--- config.mk ---
export PLATFORM = sky130hd
export DESIGN_NAME = http_chunked_body_deframer
export DESIGN_NICKNAME = d
export VERILOG_FILES = /design/src/hw/rtl/hcbd_pkg.sv /design/src/hw/rtl/http_chunked_body_deframer.sv /design/src/hw/rtl/hcbd_front.sv /design/src/hw/rtl/hcbd_queue.sv /design/src/hw/rtl/hcbd_back.sv
export SDC_FILE = /design/constraint.sdc
export NUM_CORES = 1
export LEC_CHECK = 0
export BUFFER_PORTS_ARGS = -buffer_cell sky130_fd_sc_hd__buf_2
export CAP_MARGIN = 20
export CORE_UTILIZATION = 50
export CTS_BUF_LIST = sky130_fd_sc_hd__clkbuf_8
export DETAILED_ROUTE_END_ITERATION = 16
export GPL_ROUTABILITY_DRIVEN = 0
export PLACE_DENSITY = 0.69
export SYNTH_ARGS = -nofsm -noshare
export SYNTH_HDL_FRONTEND = slang
export SYNTH_SLANG_ARGS = --single-unit
export TNS_END_PERCENT = 50
--- constraint.sdc ---
create_clock -name clk -period 2.56 [get_ports clk]
set_input_delay 0.512 -clock clk [delete_from_list [all_inputs] [get_ports clk]]
set_output_delay 0.512 -clock clk [all_outputs]
set_load 0.01 [all_outputs]
--- src/hw/rtl/hcbd_pkg.sv ---
`timescale 1ns / 1ps

package hcbd_pkg;

    // Depth of the token queue between the classifier and the parser.
    localparam int QDEPTH = 4;
    localparam int QPTR_W = $clog2(QDEPTH);
    localparam int QCNT_W = $clog2(QDEPTH + 1);

    localparam logic [7:0] CHAR_LF = 8'h0A;
    localparam logic [7:0] CHAR_CR = 8'h0D;

    typedef enum logic [1:0] {
        PH_SIZE_FIRST = 2'd0,
        PH_SIZE_AFTER = 2'd1,
        PH_PAYLOAD    = 2'd2,
        PH_ENDED      = 2'd3
    } phase_t;

    typedef enum logic [1:0] {
        KIND_PAYLOAD   = 2'd0,
        KIND_END       = 2'd1,
        KIND_MALFORMED = 2'd2
    } kind_t;

    // One classified input byte.
    typedef struct packed {
        logic       is_lf;
        logic       is_cr;
        logic       is_hex;
        logic [3:0] digit;
        logic [7:0] data;
    } tok_t;

endpackage

--- src/hw/rtl/http_chunked_body_deframer.sv ---
// Channel   Handshake          Payload                         Direction
// input     push / full        data_byte[7:0]                  into block
// result    empty / pop        payload_byte[7:0], kind[1:0],   out of block
//                              is_last
//
// One byte is taken per cycle while full is low, and one result can be delivered per cycle.
// A pushed byte shows its result, if any, after it has passed the head register
// of the token queue and then the result register of the parser.
// Reset empties the queue and clears the parser state and the valid flag of the
// result register; there is no clearing pass, so a push is accepted as soon as reset is released.
// A stalled result side holds the parser, and the four-entry queue absorbs
// bytes until full rises.
`timescale 1ns / 1ps

module http_chunked_body_deframer #(
    parameter int SIZE_BITS = 32
) (
    input  logic       clk,
    input  logic       rst_n,
    input  logic       push,
    output logic       full,
    input  logic [7:0] data_byte,
    output logic       empty,
    input  logic       pop,
    output logic [7:0] payload_byte,
    output logic [1:0] kind,
    output logic       is_last
);
    import hcbd_pkg::*;

    // The front part classifies each raw byte into a token: line feed,
    // carriage return, hex digit with its value, or anything else.
    tok_t in_tok;
    tok_t q_tok;
    logic q_valid;
    logic q_pop;
    logic q_push;

    assign q_push = push && !full;

    hcbd_front u_front (
        .data_byte (data_byte),
        .tok       (in_tok)
    );

    // The queue decouples byte intake from the parser, so a stalled result
    // side does not immediately stall the byte source.
    hcbd_queue u_queue (
        .clk    (clk),
        .rst_n  (rst_n),
        .wr_en  (q_push),
        .wr_tok (in_tok),
        .full   (full),
        .rd_en  (q_pop),
        .rd_tok (q_tok),
        .valid  (q_valid)
    );

    // The back part runs the size-line and payload state machine, one token
    // per transaction, and holds the oldest result until it is popped. After
    // the stream ends it keeps draining tokens without producing results.
    hcbd_back #(
        .SIZE_BITS (SIZE_BITS)
    ) u_back (
        .clk          (clk),
        .rst_n        (rst_n),
        .tok_valid    (q_valid),
        .tok          (q_tok),
        .tok_pop      (q_pop),
        .empty        (empty),
        .pop          (pop),
        .payload_byte (payload_byte),
        .kind         (kind),
        .is_last      (is_last)
    );

endmodule

--- src/hw/rtl/hcbd_front.sv ---
`timescale 1ns / 1ps

module hcbd_front (
    input  logic [7:0]    data_byte,
    output hcbd_pkg::tok_t tok
);
    import hcbd_pkg::*;

    logic [7:0] off_num;
    logic [7:0] off_low;
    logic [7:0] off_up;

    assign off_num = data_byte - 8'h30;
    assign off_low = data_byte - 8'h57;
    assign off_up  = data_byte - 8'h37;

    always_comb
    begin
        tok.is_lf  = (data_byte == CHAR_LF);
        tok.is_cr  = (data_byte == CHAR_CR);
        tok.data   = data_byte;
        tok.is_hex = 1'b1;
        case (data_byte) inside
            [8'h30:8'h39]: tok.digit = off_num[3:0];
            [8'h61:8'h66]: tok.digit = off_low[3:0];
            [8'h41:8'h46]: tok.digit = off_up[3:0];
            default:
            begin
                tok.digit  = 4'd0;
                tok.is_hex = 1'b0;
            end
        endcase
    end

endmodule

--- src/hw/rtl/hcbd_queue.sv ---
`timescale 1ns / 1ps

module hcbd_queue (
    input  logic           clk,
    input  logic           rst_n,
    input  logic           wr_en,
    input  hcbd_pkg::tok_t wr_tok,
    output logic           full,
    input  logic           rd_en,
    output hcbd_pkg::tok_t rd_tok,
    output logic           valid
);
    import hcbd_pkg::*;

    tok_t              mem [QDEPTH];
    tok_t              rd_tok_reg;
    logic [QPTR_W-1:0] wr_ptr_reg;
    logic [QPTR_W-1:0] rd_ptr_reg;
    logic [QCNT_W-1:0] count_reg;
    logic [QPTR_W-1:0] wr_ptr_next;
    logic [QPTR_W-1:0] rd_ptr_next;
    logic [QCNT_W-1:0] count_next;

    assign full   = (count_reg == QCNT_W'(QDEPTH));
    assign valid  = (count_reg != '0);
    assign rd_tok = rd_tok_reg;

    always_comb
    begin
        wr_ptr_next = wr_en ? wr_ptr_reg + 1'b1 : wr_ptr_reg;
        rd_ptr_next = rd_en ? rd_ptr_reg + 1'b1 : rd_ptr_reg;
        count_next  = count_reg;
        if (wr_en && !rd_en)
        begin
            count_next = count_reg + 1'b1;
        end
        else if (rd_en && !wr_en)
        begin
            count_next = count_reg - 1'b1;
        end
    end

    // The head entry is kept in a register. When the entry that becomes the
    // head is being written in the same cycle, the incoming token is taken.
    always_ff @(posedge clk)
    begin
        if (wr_en)
        begin
            mem[wr_ptr_reg] <= wr_tok;
        end
        if (wr_en && (wr_ptr_reg == rd_ptr_next))
        begin
            rd_tok_reg <= wr_tok;
        end
        else
        begin
            rd_tok_reg <= mem[rd_ptr_next];
        end
    end

    always_ff @(posedge clk or negedge rst_n)
    begin
        if (!rst_n)
        begin
            wr_ptr_reg <= '0;
            rd_ptr_reg <= '0;
            count_reg  <= '0;
        end
        else
        begin
            wr_ptr_reg <= wr_ptr_next;
            rd_ptr_reg <= rd_ptr_next;
            count_reg  <= count_next;
        end
    end

endmodule

--- src/hw/rtl/hcbd_back.sv ---
`timescale 1ns / 1ps

module hcbd_back #(
    parameter int SIZE_BITS = 32
) (
    input  logic           clk,
    input  logic           rst_n,
    input  logic           tok_valid,
    input  hcbd_pkg::tok_t tok,
    output logic           tok_pop,
    output logic           empty,
    input  logic           pop,
    output logic [7:0]     payload_byte,
    output logic [1:0]     kind,
    output logic           is_last
);
    import hcbd_pkg::*;

    phase_t               phase_reg;
    phase_t               phase_next;
    logic [SIZE_BITS-1:0] accum_reg;
    logic [SIZE_BITS-1:0] accum_next;
    logic [SIZE_BITS-1:0] rem_reg;
    logic [SIZE_BITS-1:0] rem_next;
    logic                 nonempty_reg;
    logic                 nonempty_next;
    logic                 cr_reg;
    logic                 cr_next;
    logic                 bad_reg;
    logic                 bad_next;

    logic                 out_valid_reg;
    logic                 out_valid_next;
    logic [7:0]           out_byte_reg;
    logic [7:0]           out_byte_next;
    kind_t                out_kind_reg;
    kind_t                out_kind_next;
    logic                 out_last_reg;
    logic                 out_last_next;

    logic                 out_ready;
    logic                 has_res;
    logic [7:0]           res_byte;
    kind_t                res_kind;
    logic                 res_last;
    logic                 clear_line;

    // The result register takes a new transaction when it is free or being drained.
    assign out_ready    = !out_valid_reg || pop;
    assign tok_pop      = tok_valid && out_ready;
    assign empty        = !out_valid_reg;
    assign payload_byte = out_byte_reg;
    assign kind         = out_kind_reg;
    assign is_last      = out_last_reg;

    always_comb
    begin
        phase_next    = phase_reg;
        accum_next    = accum_reg;
        rem_next      = rem_reg;
        nonempty_next = nonempty_reg;
        cr_next       = cr_reg;
        bad_next      = bad_reg;
        has_res       = 1'b0;
        res_byte      = 8'd0;
        res_kind      = KIND_PAYLOAD;
        res_last      = 1'b0;
        clear_line    = 1'b0;

        case (phase_reg)
            PH_ENDED:
            begin
                has_res = 1'b0;
            end
            PH_PAYLOAD:
            begin
                if (rem_reg == '0)
                begin
                    phase_next = PH_SIZE_FIRST;
                    clear_line = 1'b1;
                end
                else
                begin
                    rem_next = rem_reg - SIZE_BITS'(1);
                    if (rem_reg == SIZE_BITS'(1))
                    begin
                        phase_next = PH_SIZE_FIRST;
                        clear_line = 1'b1;
                    end
                    has_res  = 1'b1;
                    res_byte = tok.data;
                end
            end
            default:
            begin
                if (tok.is_lf)
                begin
                    clear_line = 1'b1;
                    if (!nonempty_reg && phase_reg == PH_SIZE_FIRST)
                    begin
                        phase_next = PH_SIZE_AFTER;
                    end
                    else if (!nonempty_reg || bad_reg)
                    begin
                        phase_next = PH_ENDED;
                        has_res    = 1'b1;
                        res_kind   = KIND_MALFORMED;
                        res_last   = 1'b1;
                    end
                    else if (accum_reg == '0)
                    begin
                        phase_next = PH_ENDED;
                        has_res    = 1'b1;
                        res_kind   = KIND_END;
                        res_last   = 1'b1;
                    end
                    else
                    begin
                        rem_next   = accum_reg;
                        phase_next = PH_PAYLOAD;
                    end
                end
                else
                begin
                    // A CR that is not followed directly by LF spoils the line.
                    bad_next      = bad_reg | cr_reg;
                    nonempty_next = nonempty_reg | cr_reg;
                    cr_next       = 1'b0;
                    if (tok.is_cr)
                    begin
                        cr_next = 1'b1;
                    end
                    else
                    begin
                        nonempty_next = 1'b1;
                        if (!tok.is_hex || accum_reg[SIZE_BITS-1 -: 4] != 4'd0)
                        begin
                            bad_next = 1'b1;
                        end
                        else
                        begin
                            accum_next = {accum_reg[SIZE_BITS-5:0], tok.digit};
                        end
                    end
                end
            end
        endcase

        if (clear_line)
        begin
            accum_next    = '0;
            nonempty_next = 1'b0;
            cr_next       = 1'b0;
            bad_next      = 1'b0;
        end

        out_valid_next = out_valid_reg;
        out_byte_next  = out_byte_reg;
        out_kind_next  = out_kind_reg;
        out_last_next  = out_last_reg;
        if (tok_pop)
        begin
            out_valid_next = has_res;
            out_byte_next  = res_byte;
            out_kind_next  = res_kind;
            out_last_next  = res_last;
        end
        else if (pop)
        begin
            out_valid_next = 1'b0;
        end
    end

    always_ff @(posedge clk or negedge rst_n)
    begin
        if (!rst_n)
        begin
            phase_reg     <= PH_SIZE_FIRST;
            accum_reg     <= '0;
            rem_reg       <= '0;
            nonempty_reg  <= 1'b0;
            cr_reg        <= 1'b0;
            bad_reg       <= 1'b0;
            out_valid_reg <= 1'b0;
        end
        else
        begin
            out_valid_reg <= out_valid_next;
            if (tok_pop)
            begin
                phase_reg    <= phase_next;
                accum_reg    <= accum_next;
                rem_reg      <= rem_next;
                nonempty_reg <= nonempty_next;
                cr_reg       <= cr_next;
                bad_reg      <= bad_next;
            end
        end
    end

    always_ff @(posedge clk)
    begin
        out_byte_reg <= out_byte_next;
        out_kind_reg <= out_kind_next;
        out_last_reg <= out_last_next;
    end

endmodule

Word-level counts from Yosys, hierarchy flattened --
Memory sizes are Yosys's and may differ from the RTL's. A register that Yosys moved wholly into a read port is not among the register bits. Cells that the tools add are included. Widths: inputs -> output; s select.
Word-level totals: flip-flop bits (word level) 88, latch bits 0, RAM bits 60, ROM bits 0, input bits 12, output and inout port bits 13, word-level logic and storage cells 138, memories kept 1
Operators by class: add/sub/neg operators 8, multipliers 0, divide/modulo/power cells 0, order comparisons 6, equal/unequal tests 15, shift operators 0, multiplexer cells 56, bitwise operators 5, reduce and logical (&&, ||, !) cells 33
Memories:
- u_queue.mem | depth 4, bits a word 15, rd ports 1, clocked after Yosys merged registers in 1, wr ports 1, line hcbd_queue.sv:15 | tok_t mem [QDEPTH];
Operator list (count):
- $mux 32 | 10
- $logic_not 32->1 | 2
- $pmux 32 s2 | 1
- $eq 32x1->1 const B | 1
- $sub 32x1->32 const B | 1
- $mux 1 | 30
- $eq 8x4->1 const B | 2
- $ge 8x7->1 const B | 2
- $le 8x7->1 const B | 2
- $mux 2 | 7
- $mux 4 | 3
- $ge 8x6->1 const B | 1
- $le 8x6->1 const B | 1
- $logic_and 1x1->1 | 8
- $ne 2x1->1 const B | 4
- $ne 2x2->1 const B | 4
- $sub 4x3->4 const B | 2
- $reduce_and 7->1 | 1
- $logic_not 1->1 | 6
- $mux 3 | 2
- $reduce_bool 2->1 | 3
- $reduce_and 5->1 | 1
- $reduce_or 5->1 | 1
- $add 2x1->2 const B | 2
- 18 further kinds | 26

Longest topological paths before layout --
depth after elaboration 7, gate-level depth with buffers 9, gate-level depth less buffers 8

By module --
A second synthesis with hierarchy kept.
Unflattened totals: cell total of the unflattened synthesis 562, area total of the unflattened synthesis 7078.0 um2
Modules (own cells, without submodules):
- hcbd_back | instances 1, cells each 413, area each 4165.2 um2, sequential area each 2082.0 um2
- hcbd_queue | instances 1, cells each 114, area each 2626.3 um2, sequential area each 2016.9 um2
- hcbd_front | instances 1, cells each 34, area each 272.8 um2, sequential area each 0.0 um2
- http_chunked_body_deframer | instances 1, cells each 1, area each 13.8 um2, sequential area each 0.0 um2

Worst setup path before layout --
OpenSTA, ideal clock, no wires.
kind register -> register, start register u_back.rem_reg[12], end register u_back.rem_reg[17], setup time 0.126 ns, arrival 2.689 ns, required time 2.434 ns, slack -0.255 ns, stages on the path, launching flop included 9, buffers on the path 2, period minus slack after synthesis 2.815 ns, cells stage by stage dfrtp_1 -> or4_1 -> buf_2 -> or4_4 -> buf_6 -> o32a_4 -> o21a_4 -> a41o_1 -> a221o_1
Between the ends: word-level cells in the longest chain between the ends 3, elaborated cells on any way between the ends 6, those cells by class add/sub (1); eq/ne (1); mux (2); reduce/logical (2)
RTL lines:
- start: declaration | line hcbd_back.sv:23 | logic [SIZE_BITS-1:0] rem_reg;
- start signal: assignment | line hcbd_back.sv:193 | rem_reg <= rem_next;
- $sub 32x1->32 / $logic_not 32->1 (equally long branches) | line hcbd_back.sv:84, hcbd_back.sv:77
- $mux 32 / $ne 2x2->1 (equally long branches)
- $pmux 32 s2 / $reduce_and 7->1 (equally long branches)
Parallel ways exist; a longest one is shown, timed or not. The select of a mux whose other input is x is not followed. A chain may end at the register's enable or synchronous reset.

Worst setup path in the final report --
start register u_back.rem_reg[13], end register u_back.rem_reg[21]
The elaborated chain is that of the path after synthesis.

==> out/metrics.csv <==
stage;metric;value;unit
sta;hold_viol;0;
global_route;grt_max_degree;78;
pwr;pwr-share-clk;22.5;%
global_route;grt_antenna_before_repair;0;
sta;max_slew_margin;53.44;%
global_route;grt_pass1_vias;5195;
pwr;total_power;8.077;mW
sta;fin_crit_sh;103.2;%
placement;io_buffer_count;24;
sta;maxSlewViolCount;0;
final_layout;final_area;0.008606;sq mm
synthesis;synth_edf_count;71;
clocking;clkSlewWorstSetupHoldPaths;100;ps
setup_path;required;2880;ps
synthesis;syn_nets;661;
final_layout;layout-drive-gt1-share;23.44;%
pwr;seqPwrFrac;42.3;%
final_layout;final_nets;733;
synthesis;synth_area_per_cell;11.39;sq um
pwr;switchingPower;2.924;mW
synthesis;synth_top_area_share;29.42;%
placement;post-dp-hpwl;11.34;mm
synthesis;yosysWarnings;0;
routing;wl_per_cell;18.80;um
routing;drtIter0Drc;402;
routing;final_antenna_net_count;0;
setup_path;cp_max_fo;8;
pwr;swShare;36.21;%
clocking;insertion_delay;460;ps
die;core_area;0.01399;sq mm
die;die_w;122.4;um
pwr;p_per_area;938.5;mW/mm^2
setup_path;arrival;2960;ps
sta;setup_viol_count_final;47;
synthesis;yosysTopAreaCell;edfxtp_1;
die;die_y;122.4;um
final_layout;layout_commonest_cell;dfrtp_1;
clocking;cts_htree_levels;4;
clocking;root_buffer;clkbuf_8;
routing;routed_via_density;5.970;
clocking;hold_buffers;0;
setup_path;crit_type;register to register;
die;initial_utilization;51.80;%
final_layout;area_growth;18.77;%
final_layout;diodes;0;
sta;fmax;378.5;MHz
synthesis;syn_area;0.007246;sq mm
sta;skew;14.64;ps
sta;grt_setup_unrepaired;true;
pwr;power_frac_comb;35.2;%
synthesis;ys_types;70;
status;violations;negative setup slack;
synthesis;synth_ff_type;dfrtp_1;
synthesis;ys_seq_area_share;56.57;%
global_route;grt_pass1_wl;26.36;mm
synthesis;yosys_register_bits;150;
routing;route.vias.total;5379;
die;num_io_pins;25;
flow_run;cap_violations;0;
synthesis;syn_inst;636;
die;rows;43;
routing;drc;0;
synthesis;synthArstFlopShare;51.33;%
final_layout;final_util;61.52;%
synthesis;synth_area_leaders;edfxtp_1 29%, dfrtp_1 27%, mux2i_1 4.8%;
placement;placed_cell_area;0.007931;sq mm
clocking;clockBufferDepth;2;
clocking;clkSinkCount;150;
global_route;grt.overflow.total;0;
setup_path;critPathLaunchType;register;
status;status;finished, violations left;
min_path;hold_class;primary input to async pin;
setup_path;critPathCaptureType;register;
sta;fin_ws;-82.17;ps
routing;first_pass_iters;5;
pwr;ir_drop;0.6106;mV
global_route;grt_usage;23.24;%
routing;wl;16.94;mm
sta;fin_crit;2642;ps
pwr;intPower;5.152;mW
clocking;cts_tree;done;
die;dieArea;0.01498;sq mm
final_layout;final_cell_mix;77 x dfrtp_1, 71 x edfxtp_1, 54 x buf_4, 51 x inv_1, 51 x nand2_1;
final_layout;largest_reg_flops;60;
placement;dpl_worst_slack;-96.94;ps
sta;tightestPinTransition;697.7;ps
clocking;cts_buffers;17;
pwr;power.leakage;3.638;nW
[repair_timing]
item                       4_1_cts  5_1_grt
setup endpoints to repair       37       66
cloned                           0        2
gates resized for setup          5       35
buffers inserted                 0        6
pin swaps                        2        6
[through the flow]
| step | std cells | hold slack (ps) | TNS (ps) |
|---|---|---|---|
| 5_1_grt | 901 | 78.05 | -5505 |
| 3_3_place_gp | 861 | 457.1 | -17.30 |
| 6_report | 901 | 59.17 | -1284 |
| 3_5_place_dp | 861 | 494.3 | -179.5 |
| 4_1_cts | 893 | 72.04 | -128.9 |
| 2_1_floorplan | 636 | 216.4 | -3893 |
[critical path, cell delays in order (launching register included)]
cell	delay, ps
dfrtp_1	390
or4_4	540
or4_4	500
o32a_4	370
o221ai_4	220
buf_12	150
buf_8	120
nor2b_4	160
a2111oi_4	60
[cell usage after synthesis (all sizes together) (3+ instances only)]
cell type and instances:
nand4 6, a41oi 3, ha 12, nor2 49, o21ai 42, nor4 21
o22a 5, or2 3, and2 6, nand2b 5, xnor2 4, nand2 51
dfrtp 77, a21oi 33, or4 5, buf 11, mux2i 35, edfxtp 71
nor3 18, nand3 9, o21a 6, and3 9, inv 51, a31oi 5
clkbuf 22, o22ai 4, a22oi 10, mux4 14, nor3b 4, nor2b 4
[logic make-up (layout without fill, tap and decap cells)]
logic type	after synthesis	in the layout	synth area share, %
compound gates	133	133	12.31
xor+xnor	6	6	0.7253
fa+ha+maj	13	13	2.348
buf+inv	85	170	4.956
flops	150	150	56.57
mux	51	51	9.497
simple gates	198	198	13.59
[routing by layer]
layer	track usage [%]	share of wire (%)	vias to the layer above
met5	0	0	-
met4	8.689	2.4	0
met3	5.251	5.5	39
met2	37.96	50	191
met1	30.23	42	2666
li1	-	-	2483
[worst paths after layout]
kind	start	to	slack [ps]	cells after the start
hold / removal	rst_n	u_back.rem_reg[9]	60	2
max in group asynchronous	rst_n	u_back.nonempty_reg	2140	2
setup / recovery	u_back.rem_reg[13]	u_back.rem_reg[21]	-80	8
setup reg to reg	u_back.rem_reg[13]	u_back.rem_reg[21]	-80	8
hold reg to reg	u_queue.rd_ptr_reg[0]	u_queue.rd_ptr_reg[0]	520	1
min in group clk	data_byte[7]	u_queue.mem[3][7]	300	1
[power by group through the flow]
stage | registers (mW) | logic [mW] | clock network [mW]
after floorplan | 3.39 | 1.66 | 0
after global placement | 3.40 | 2.41 | 0
after detailed placement | 3.43 | 2.50 | 0
after CTS | 3.40 | 2.54 | 1.85
after global routing | 3.46 | 3.09 | 1.95
final | 3.42 | 2.84 | 1.82
[cell type report]
class / instances / area (sq um)
inverter: 52 / 195.2
fill: 1086 / 5383
sequential: 150 / 4099
clock inverter: 15 / 182.7
timing repair buffer: 86 / 700.7
tap: 180 / 225.2
clock buffer: 17 / 234.0
multi-input combinational: 401 / 2969
Power figures use the tool's default switching activity.
